==> config.mk <==
export PLATFORM = sky130hd
export DESIGN_NAME = pmst_front
export DESIGN_NICKNAME = d
export VERILOG_FILES = /design/src/rtl/pmst_pkg.sv /design/src/rtl/pmst_front.sv
export SDC_FILE = /design/constraint.sdc
export NUM_CORES = 1
export LEC_CHECK = 0
export ABC_AREA = 1
export BUFFER_PORTS_ARGS = -buffer_cell sky130_fd_sc_hd__buf_2
export CORE_ASPECT_RATIO = 0.5
export CORE_UTILIZATION = 52
export DETAILED_ROUTE_END_ITERATION = 10
export PLACE_DENSITY = 0.79
export SLEW_MARGIN = 20
export SYNTH_ARGS = -nofsm -noshare
export SYNTH_HDL_FRONTEND = slang
export SYNTH_SLANG_ARGS = --single-unit
export TNS_END_PERCENT = 20
==> constraint.sdc <==
create_clock -name clock -period 6 [get_ports clock]
set_input_delay 0 -clock clock [delete_from_list [all_inputs] [get_ports clock]]
set_output_delay 0 -clock clock [all_outputs]
set_load 0.03 [all_outputs]
==> src/rtl/pmst_pkg.sv <==
// Package for the peak merge sorted table: codes, states and the word types.
// Depends on nothing; every other file of the block imports it.
package pmst_pkg;

   localparam logic [1:0] MODE_OFFER = 2'd0;
   localparam logic [1:0] MODE_READ  = 2'd1;
   localparam logic [1:0] MODE_CLEAR = 2'd2;

   localparam logic [2:0] CSR_CENTER_X      = 3'd0;
   localparam logic [2:0] CSR_CENTER_Y      = 3'd1;
   localparam logic [2:0] CSR_LIMIT_RADIUS  = 3'd2;
   localparam logic [2:0] CSR_RADIUS_ENABLE = 3'd3;
   localparam logic [2:0] CSR_WINDOW_RADIUS = 3'd4;

   localparam logic [15:0] HITS_MAX     = 16'hFFFF;
   localparam logic [33:0] ONE_PIXEL_SQ = 34'd256;
   localparam int NUM_W = 49;
   localparam int DEN_W = 17;

   typedef enum logic [1:0] {KIND_OFFER, KIND_READ, KIND_CLEAR, KIND_BAD} kind_type;

   typedef enum logic [2:0] {
      ST_MERGED, ST_INSERTED, ST_OUTSIDE, ST_NEAR, ST_FULL, ST_READ, ST_BAD_INDEX, ST_CLEARED
   } status_type;

   typedef struct packed {
      kind_type    kind;
      logic [15:0] x;
      logic [15:0] y;
      logic [31:0] amplitude;
      logic [31:0] integrated;
      logic [5:0]  read_index;
   } cmd_type;

   typedef struct packed {
      logic [15:0] x;
      logic [15:0] y;
      logic [31:0] amplitude;
      logic [31:0] integrated;
      logic [15:0] hits;
   } entry_type;

   typedef struct packed {
      status_type  status;
      logic [5:0]  slot;
      logic [5:0]  peak_count;
      entry_type   entry;
   } result_type;

   typedef struct packed {
      logic [15:0] center_x;
      logic [15:0] center_y;
      logic [32:0] limit_radius_sq;
      logic        radius_check_enable;
      logic [7:0]  window_radius;
   } cfg_type;

   typedef enum logic [4:0] {
      S_IDLE, S_RD_WAIT, S_RAD_ABS, S_RAD_SQ, S_RAD_SUM, S_RAD_CMP,
      S_SC_RD, S_SC_ABS, S_SC_SQ, S_SC_SUM, S_SC_CMP,
      S_MG_MUL, S_MG_DIV, S_MG_WAIT, S_MG_WRITE,
      S_DECIDE, S_SH_RD, S_SH_WR, S_INS_WR, S_RESP
   } engine_state_type;

endpackage

==> src/rtl/pmst_front.sv <==
// Front end: accepts input words, classifies the mode and queues commands.
// Depends on pmst_pkg.
module pmst_front (
   input  logic              clock,
   input  logic              reset,
   input  logic              push,
   input  logic [1:0]        mode,
   input  logic [15:0]       peak_x,
   input  logic [15:0]       peak_y,
   input  logic [31:0]       peak_amplitude,
   input  logic [31:0]       peak_integrated,
   input  logic [5:0]        read_index,
   output logic              full,
   output pmst_pkg::cmd_type cmd,
   output logic              cmd_valid,
   input  logic              cmd_pop
);
   import pmst_pkg::*;

   cmd_type    queue_ff [2];
   logic       wr_ff, wr_in, rd_ff, rd_in;
   logic [1:0] cnt_ff, cnt_in;
   logic       push_ok, pop_ok;
   cmd_type    word;

   always_comb begin
      word.x          = peak_x;
      word.y          = peak_y;
      word.amplitude  = peak_amplitude;
      word.integrated = peak_integrated;
      word.read_index = read_index;
      case (mode)
         MODE_OFFER: word.kind = KIND_OFFER;
         MODE_READ:  word.kind = KIND_READ;
         MODE_CLEAR: word.kind = KIND_CLEAR;
         default:    word.kind = KIND_BAD;
      endcase
   end

   assign full      = (cnt_ff == 2'd2);
   assign cmd_valid = (cnt_ff != 2'd0);
   assign cmd       = queue_ff[rd_ff];
   assign push_ok   = push && !full;
   assign pop_ok    = cmd_pop && cmd_valid;

   always_comb begin
      wr_in  = push_ok ? !wr_ff : wr_ff;
      rd_in  = pop_ok ? !rd_ff : rd_ff;
      cnt_in = cnt_ff + 2'(push_ok) - 2'(pop_ok);
   end

   always_ff @(posedge clock) begin
      if (reset) begin
         wr_ff  <= 1'b0;
         rd_ff  <= 1'b0;
         cnt_ff <= 2'd0;
      end else begin
         wr_ff  <= wr_in;
         rd_ff  <= rd_in;
         cnt_ff <= cnt_in;
      end
   end

   always_ff @(posedge clock) begin
      if (push_ok) begin
         queue_ff[wr_ff] <= word;
      end
   end

endmodule

==> metrics.txt, run 1 <==
Resized cells post-CTS 0; Hold Path Depth 2; maxcap violations 0; Final Hold Violating Endpoints 0; CTS Sinks about 210; VDD IR max between 0.2 and 0.25 mV; vias in the first global route just under 5,000; Reg power frac 43.6%; Worst Hold Class input port to flip-flop; crit-path max FO 44; Routed Antenna Nets 0; status complete, no violations; Peak Freq 370.3 MHz; number of port buffers around 210; LEAKAGE 4.282 nW; share of layout cells above drive strength 1 49.72%; CP required 6.00 ns; Antenna Cells 0; yosys warns 0; Final min period 2.701 ns; crit path DAT 2.70 ns; Slowest-stage cell, CP buf_4; Sw Share 32.35%; kind of end point of the critical path output pin; DPL Wire Length 9133 µm; Fin Hold WS 0.2268 ns; Post-Syn Area around 8000 µm²; average wire per standard cell 17.97 µm; sequential cell area fraction in the yosys report between 70 and 80%; skew final 0.02452 ns; reg2reg setup slack approximately 3.6 ns; total negative slack 0 ns; CP Class flip-flop to output pin; # setup viols final 0; pin count of the biggest net entering global routing 74; r2r endpoint queue_ff[1][0]; Area Overhead vs Synth 36.20%; crit share post-route 45.01%; worst min-delay path endpoint queue_ff[1][40]; final wirelength 16,240 µm; Reg-to-Reg Start cnt_ff[0]; most common cell after layout, fill and taps aside buf_2; Starting Density between 50% and 60%; switching pwr 1.463 mW; GPL Wtd Cong 0.7330; core region area 14,740 µm²; max_slew headroom around 32%; Die Area about 16,000 µm²; Die X 177.6 µm; #FFs+latches synth 213; Int Power 3.059 mW; Worst-Margin Slew 1.015 ns; Cell Chain, Critical Path buf_16 -> buf_4 -> mux2_2 -> buf_2; Synth top area share 77.93%; GRT Util Overall 20.53%; gr ovfl total 0; root buffer cell clkbuf_16; Vias/cell 4.926; wire length of the first global-routing pass 24,960 µm; Worst Hold Launch peak_amplitude[2]; Reg clk slew, reported paths about 0.07 ns; Avg Synthesized Cell Area 21.96 µm²; DR pass1 iterations 4; Layout Nets just over 800; critical path launch point type flip-flop; Gate power share between 30% and 40%; initial antenna violation count 0; row count 31; largest area contributor in the netlist edfxtp_1; Skew-Pair Late Insertion Delay 0.50 ns; Post-Syn Instances 365; Cell variety after synth 14; most frequent cells in the layout buf_2, edfxtp_1, dlygate4sd3_1, mux2_4, mux2_2; via count ~4,500; Max stage delay on crit path 0.63 ns; final slew viol count 0; RSZ-0062 raised after global routing false; total CTS buffers 19; pwr dens 414.2 nW/µm²; H-tree levels 1; syn_nets 475; R2R depth 5; TritonCTS clock tree built; Synth area leaders edfxtp_1, mux2_4, mux2_2; DRC 0; chip height 89.79 µm; Starting DRT DRC Count a little under 200; CTS Buffer Depth 3; Clock power frac 25.1%; fillcell total 883; io pins 214
[stage by stage]
stage	cell area (µm²)	setup WS (ns)	power, mW	instances	util, %
after global routing	10920	3.192	4.685	904	74.07
final	10920	3.299	4.521	904	74.07
after floorplan	8015	0.5457	3.033	365	-
after detailed placement	9256	3.573	3.346	765	62.80
after CTS	10890	3.039	4.526	903	73.88
after global placement	9256	3.569	3.313	765	62.80
[state kept, by name (all words and copies together) (netlist names), named ones only]
register,count
cnt_ff,2
queue_ff,208
wr_ff,1
rd_ff,1
[cells in the mapped netlist (all sizes together)]
| cell type | n |
|---|---|
| nand3 | 3 |
| a21oi | 2 |
| edfxtp | 208 |
| nor2 | 9 |
| clkbuf | 2 |
| inv | 10 |
| buf | 12 |
| ha | 2 |
| nand2 | 8 |
| dfxtp | 5 |
| mux2 | 104 |
[power by group through the flow]
stage          Sequential [mW]  Clock (mW)  Combinational [mW]
2_1_floorplan             1.98           0                1.05
3_3_place_gp              2.02           0                1.29
3_5_place_dp              2.04           0                1.31
4_1_cts                   2.01        1.15                1.37
5_1_grt                   1.99        1.21                1.49
6_report                  1.97        1.14                1.42
[final cells by class]
type	count	area, µm²	area share, %
sequential	213	6350	58.17
timing repair buffer	324	2200	20.15
multi-input combinational	128	1518	13.90
clock buffer	22	486.7	4.458
tap	198	247.7	2.269
clock inverter	9	75.07	0.6877
inverter	10	40.04	0.3668
[per-layer routing]
metal  global-route usage [%]  up-vias  share of wire [%]
met4                    5.128        0                2.1
met3                    3.596       24                4.3
met1                    22.84     2216                 38
met2                    40.14      123                 55
li1                         -     2090                  -
met5                        0        -                  0
[critical path, delay by kind of cell (launching register included)]
family / cells / cell delay (ns)
buf+inv: 3 / 1.14
flops: 1 / 0.61
mux: 1 / 0.41
[worst max-delay path by stage]
stage                endpoint  slack [ns]  cells past startpoint
4_1_cts               cmd[38]        3.04                      3
3_5_place_dp          cmd[38]        3.57                      3
5_1_grt               cmd[38]        3.19                      4
2_1_floorplan  queue_ff[0][0]        0.55                      4
3_3_place_gp          cmd[38]        3.57                      3
6_report              cmd[38]        3.30                      4
[cell families after synthesis]
| logic type | after synthesis | share of synthesized area (%) |
|---|---|---|
| flip-flops | 213 | 79.18 |
| multiplexers | 104 | 17.42 |
| buffers and inverters | 24 | 1.983 |
| AND/OR/NAND/NOR | 20 | 0.9834 |
| AO/OA/AOI/OAI | 2 | 0.1249 |
| adder cells (fa/ha/maj) | 2 | 0.3122 |
[repair_timing]
action,4_1_cts,5_1_grt
setup buffers,0,0
endpoints found under the hold margin,213,0
hold buffers,107,0
setup endpoints to repair,0,0
Note: power is estimated with default switching activity, not from simulation.
==> run 2: changes to the inputs <==
- clock period: 6 -> 2.8 ns (I/O delays scaled with it)
==> metrics.txt, run 2 (same netlist as run 1, synthesis figures left out) <==
max_slew headroom 48.78% (was 32.21%); Worst Hold Class input port to flip-flop (unchanged); DPL Wire Length 9153 µm (was 9133 µm); wire length of the first global-routing pass 24,580 µm (was 24,960 µm); maxcap violations 0 (unchanged); registers with the most flip-flops queue_ff x208, cnt_ff x2 (unchanged); Slowest-stage cell, CP dfxtp_4 (was buf_4); Biggest register queue_ff (unchanged); Final Core Density 74.85% (was 74.07%); RSZ-0062 raised after global routing false (unchanged); Routed Antenna Nets 0 (unchanged); Antenna Cells 0 (unchanged); critical path launch point type flip-flop (unchanged); GRT Util Overall 20.18% (was 20.53%); vias in the first global route 4,794 (was 4,870); average wire per standard cell 17.59 µm (was 17.97 µm); # setup viols final 0 (unchanged); GPL Wtd Cong 0.7383 (was 0.7330); H-tree levels 1 (unchanged); status complete, no violations (unchanged); max FFs per register 208 (unchanged); final slew viol count 0 (unchanged); number of port buffers 213 (unchanged); Area Overhead vs Synth 37.64% (was 36.20%); overall power 9.965 mW (was 4.521 mW); Starting Density 54.38% (unchanged); crit share post-route about three quarters; Cell Chain, Critical Path buf_12 -> mux2_2 -> buf_2 (was buf_16 -> buf_4 -> mux2_2 -> buf_2); Resized cells post-CTS 0 (unchanged); crit path DAT 2.10 ns (was 2.70 ns); CP Class flip-flop to output pin (unchanged); CP required 2.80 ns (was 6.00 ns); Reg clk slew, reported paths 0.06 ns (was 0.07 ns); skew final 0.007995 ns (was 0.02452 ns); Starting DRT DRC Count 290 (was 199); CTS Buffer Depth 3 (unchanged); Worst-Margin Slew 0.7684 ns (was 1.015 ns); total negative slack 0 ns (unchanged); LEAKAGE 4.333 nW (was 4.282 nW); kind of end point of the critical path output pin (unchanged); share of layout cells above drive strength 1 50.07% (was 49.72%); Max stage delay on crit path 0.69 ns (was 0.63 ns); most frequent cells in the layout buf_2, edfxtp_1, dlygate4sd3_1, mux2_4, mux2_2 (unchanged); initial antenna violation count 0 (unchanged); Peak Freq 476.0 MHz; Die Area 15,940 µm² (unchanged); pin count of the biggest net entering global routing 56 (was 74); Die X 177.6 µm (unchanged); pre-CTS setup slack 1.011 ns (was 3.573 ns); Fin Hold WS 0.2314 ns (was 0.2268 ns); CTS Sinks 213 (unchanged); root buffer cell clkbuf_16 (unchanged); Vias/cell 4.851 (was 4.926); setup ws final 0.6990 ns (was 3.299 ns); crit-path max FO 40 (was 44); final wirelength 15,990 µm (was 16,240 µm); chip height 89.79 µm (unchanged); Layout Nets 809 (was 806); DR pass1 iterations 5 (was 4); VDD IR max 0.6266 mV (was 0.2458 mV); Final Hold Violating Endpoints 0 (unchanged); DRC 0 (unchanged); row count 31 (unchanged); Final min period 2.101 ns; core region area 14,740 µm² (unchanged); via count 4,410 (was 4,453); pwr dens 903.3 nW/µm² (was 414.2 nW/µm²); total CTS buffers 19 (unchanged); most common cell after layout, fill and taps aside buf_2 (unchanged); TritonCTS clock tree built (unchanged); Skew-Pair Late Insertion Delay 0.49 ns (was 0.50 ns); gr ovfl total 0 (unchanged); io pins 214 (unchanged)
[run 2: per-layer routing]
metal  GRT usage [%]  wire [µm]  up-vias  share of wire, %
met4           7.407        489        0               3.1
met3           3.342        650       33               4.1
met5               0          0        -                 0
met1           23.47       6311     2158                39
met2           37.40       8539      134                53
li1                -          -     2085                 -
[run 2: metrics by stage]
step                      std cells  instance area, µm²
final                           909               11030
after floorplan                 365                8023
after detailed placement        769                9311
after CTS                       909               11030
after global routing            909               11030
after global placement          769                9311
[run 2: worst paths after layout]
check | slack [ns] | end | cells after the start | start
max | 0.70 | cmd[38] | 3 | flip-flop
min | 0.23 | cnt_ff[0] | 3 | reset
max reg2reg | 0.99 | queue_ff[0][80] | 5 | cnt_ff[0]
min reg2reg | 0.51 | flip-flop | 2 | rd_ff
[run 2: repair_timing]
| item | CTS | global route |
|---|---|---|
| endpoints found under the hold margin | 213 | 0 |
| buffers inserted | 0 | 0 |
| hold buffers | 107 | 0 |
[run 2: worst max-delay path, delay by kind of cell, from the launching register on]
| kind | cells | cell delay [ns] |
|---|---|---|
| buf+inv | 2 | 0.52 |
| flops | 1 | 0.69 |
| mux | 1 | 0.38 |
[run 2: final cells by class]
class	count	area, µm²
Sequential cell	213	6350
Multi-Input combinational cell	128	1518
Clock buffer	19	475.5
Clock inverter	14	173.9
Timing Repair Buffer	327	2227
Tap cell	198	247.7
Inverter	10	40.04
Fill cell	840	3707
[run 2: where the power goes]
part           internal (mW)  switching [mW]
logic                   1.17            1.84
clock network           1.61            1.10
registers               4.05           0.187
==> run 3: changes to the inputs <==
- clock period: 2.8 -> 2.1 ns (I/O delays scaled with it)
==> metrics.txt, run 3 (same netlist as run 1, synthesis figures left out) <==
reg2reg setup slack 0.45 ns (was 0.99 ns); CP required 2.10 ns (was 2.80 ns); most common cell after layout, fill and taps aside buf_2 (unchanged); RSZ-0062 raised after global routing false (unchanged); Reg-to-Reg Start cnt_ff[0] (unchanged); maxcap violations 0 (unchanged); chip height 89.79 µm (unchanged); average wire per standard cell 16.91 µm (was 17.59 µm); Layout Nets 812 (was 809); Int Power 9.180 mW (was 6.835 mW); wire length of the first global-routing pass 24,210 µm (was 24,580 µm); post-CTS setup buffers 0 (unchanged); switching pwr 4.130 mW (was 3.130 mW); share of layout cells above drive strength 1 50.42% (was 50.07%); Gate power share 31.0% (was 30.3%); Area Overhead vs Synth 38.43% (was 37.64%); gr ovfl total 0 (unchanged); setup ws final 0.1810 ns (was 0.6990 ns); Die Area 15,940 µm² (unchanged); kind of end point of the critical path output pin (unchanged); Worst Hold Launch reset (unchanged); pwr dens 1200 nW/µm² (was 903.3 nW/µm²); DRC 0 (unchanged); critical path launch point type flip-flop (unchanged); Reg power frac 42.2% (was 42.5%); via count 4,455 (was 4,410); crit-path max FO 24 (was 40); vias in the first global route 4,736 (was 4,794); pre-CTS setup slack 0.4707 ns (was 1.011 ns); LEAKAGE 4.346 nW (was 4.333 nW); initial antenna violation count 1 (was 0); crit path DAT 1.92 ns (was 2.10 ns); Resized cells post-CTS 0 (unchanged); Starting Density 54.38% (unchanged); Worst Hold Class input port to flip-flop (unchanged); row count 31 (unchanged); CTS Buffer Depth 3 (unchanged); status complete, no violations (unchanged); Biggest register queue_ff (unchanged); TritonCTS clock tree built (unchanged); Peak Freq 521.1 MHz; H-tree levels 1 (unchanged); Final Hold Violating Endpoints 0 (unchanged); core region area 14,740 µm² (unchanged); Die X 177.6 µm (unchanged); # setup viols final 0 (unchanged); root buffer cell clkbuf_16 (unchanged); max_slew headroom 71.34% (was 48.78%); VDD IR max 0.6883 mV (was 0.6266 mV); total CTS buffers 19 (unchanged); io pins 214 (unchanged); Starting DRT DRC Count 198 (was 290); final slew viol count 0 (unchanged); final wirelength 15,440 µm (was 15,990 µm); worst min-delay path endpoint cnt_ff[0] (unchanged); Reg clk slew, reported paths 0.07 ns (was 0.06 ns); Worst-Margin Slew 0.4290 ns (was 0.7684 ns); DR pass1 iterations 4 (was 5); GPL Wtd Cong 0.7814 (was 0.7383); Hold Path Depth 3 (unchanged); registers with the most flip-flops queue_ff x208, cnt_ff x2 (unchanged); max FFs per register 208 (unchanged); Skew-Pair Late Insertion Delay 0.48 ns (was 0.49 ns); crit share post-route approximately 91%; DPL Wire Length 9427 µm (was 9153 µm); Vias/cell 4.880 (was 4.851); Clock power frac 26.8% (was 27.2%); Final min period 1.919 ns; r2r endpoint queue_ff[0][82] (was queue_ff[0][80]); Routed Antenna Nets 0 (unchanged); Sw Share 31.03% (was 31.41%); CTS Sinks 213 (unchanged); most frequent cells in the layout buf_2, edfxtp_1, dlygate4sd3_1, mux2_4, mux2_2 (unchanged); CP Class flip-flop to output pin (unchanged); skew final 0.02123 ns (was 0.007995 ns); Fin Hold WS 0.2278 ns (was 0.2314 ns); number of port buffers 213 (unchanged); pin count of the biggest net entering global routing 51 (was 56); GRT Util Overall 19.75% (was 20.18%); R2R depth 5 (unchanged)
[run 3: cell types whose count changed in the layout (fill, tap and decap cells not counted), sizes merged]
| cell | change |
|---|---|
| clkbuf | +5 |
| buf | +3 |
| clkinv | -3 |
| inv | -2 |
| diode | +1 |
[run 3: through the flow]
stage               power (mW)  TNS, ns  util [%]  std cells  instance area (µm²)
floorplan                8.630   -74.93         -        365                 8038
global placement         9.587        0     63.67        772                 9384
detailed placement       9.680        0     63.67        772                 9384
CTS                      13.39        0     75.26        912                11090
global route             13.84        0     75.28        913                11100
finish                   13.31        0     75.28        913                11100
[run 3: timing repair]
item                       4_1_cts  5_1_grt
hold endpoints to repair       215        0
hold buffers                   107        0
setup endpoints to repair        0        0
[run 3: worst max-delay path by stage]
stage | end | from | slack, ns
after floorplan | queue_ff[0][0] | cnt_ff[0] | -0.39
after global placement | queue_ff[1][77] | cnt_ff[0] | 0.53
after detailed placement | queue_ff[1][55] | cnt_ff[0] | 0.47
after CTS | cmd[6] | flip-flop | 0.14
after global routing | cmd[6] | flip-flop | 0.09
final | cmd[6] | flip-flop | 0.18
[run 3: worst max-delay path: stages (launching register included)]
cell	delay, ns
dfxtp_4	0.61
buf_4	0.29
mux2_2	0.36
buf_2	0.18
[run 3: routing by layer]
layer  vias to the layer above  GRT usage (%)  routed length (µm)
li1                       2099              -                   -
met2                       126          36.82                8361
met3                        22          3.384                 682
met1                      2208          23.52                6145
met4                         0          5.271                 246
met5                         -              0                   0
[run 3: area by class of cell]
| cell class | instances | area (µm²) |
|---|---|---|
| diodes | 1 | 2.502 |
| clock buffers | 24 | 494.2 |
| clock inverters | 9 | 143.9 |
| fillers | 888 | 3643 |
| inverters | 10 | 41.29 |
| multi-input cells | 128 | 1528 |
| flip-flops and latches | 213 | 6351 |
| well taps | 198 | 247.7 |
| repair buffers | 330 | 2287 |
[run 3: power groups by stage]
stage / Clock (mW) / Sequential [mW] / Combinational (mW)
final: 3.57 / 5.61 / 4.12
after global routing: 3.81 / 5.67 / 4.36
after CTS: 3.63 / 5.61 / 4.14
after detailed placement: 0 / 5.70 / 3.98
after global placement: 0 / 5.66 / 3.93
after floorplan: 0 / 5.62 / 3.01
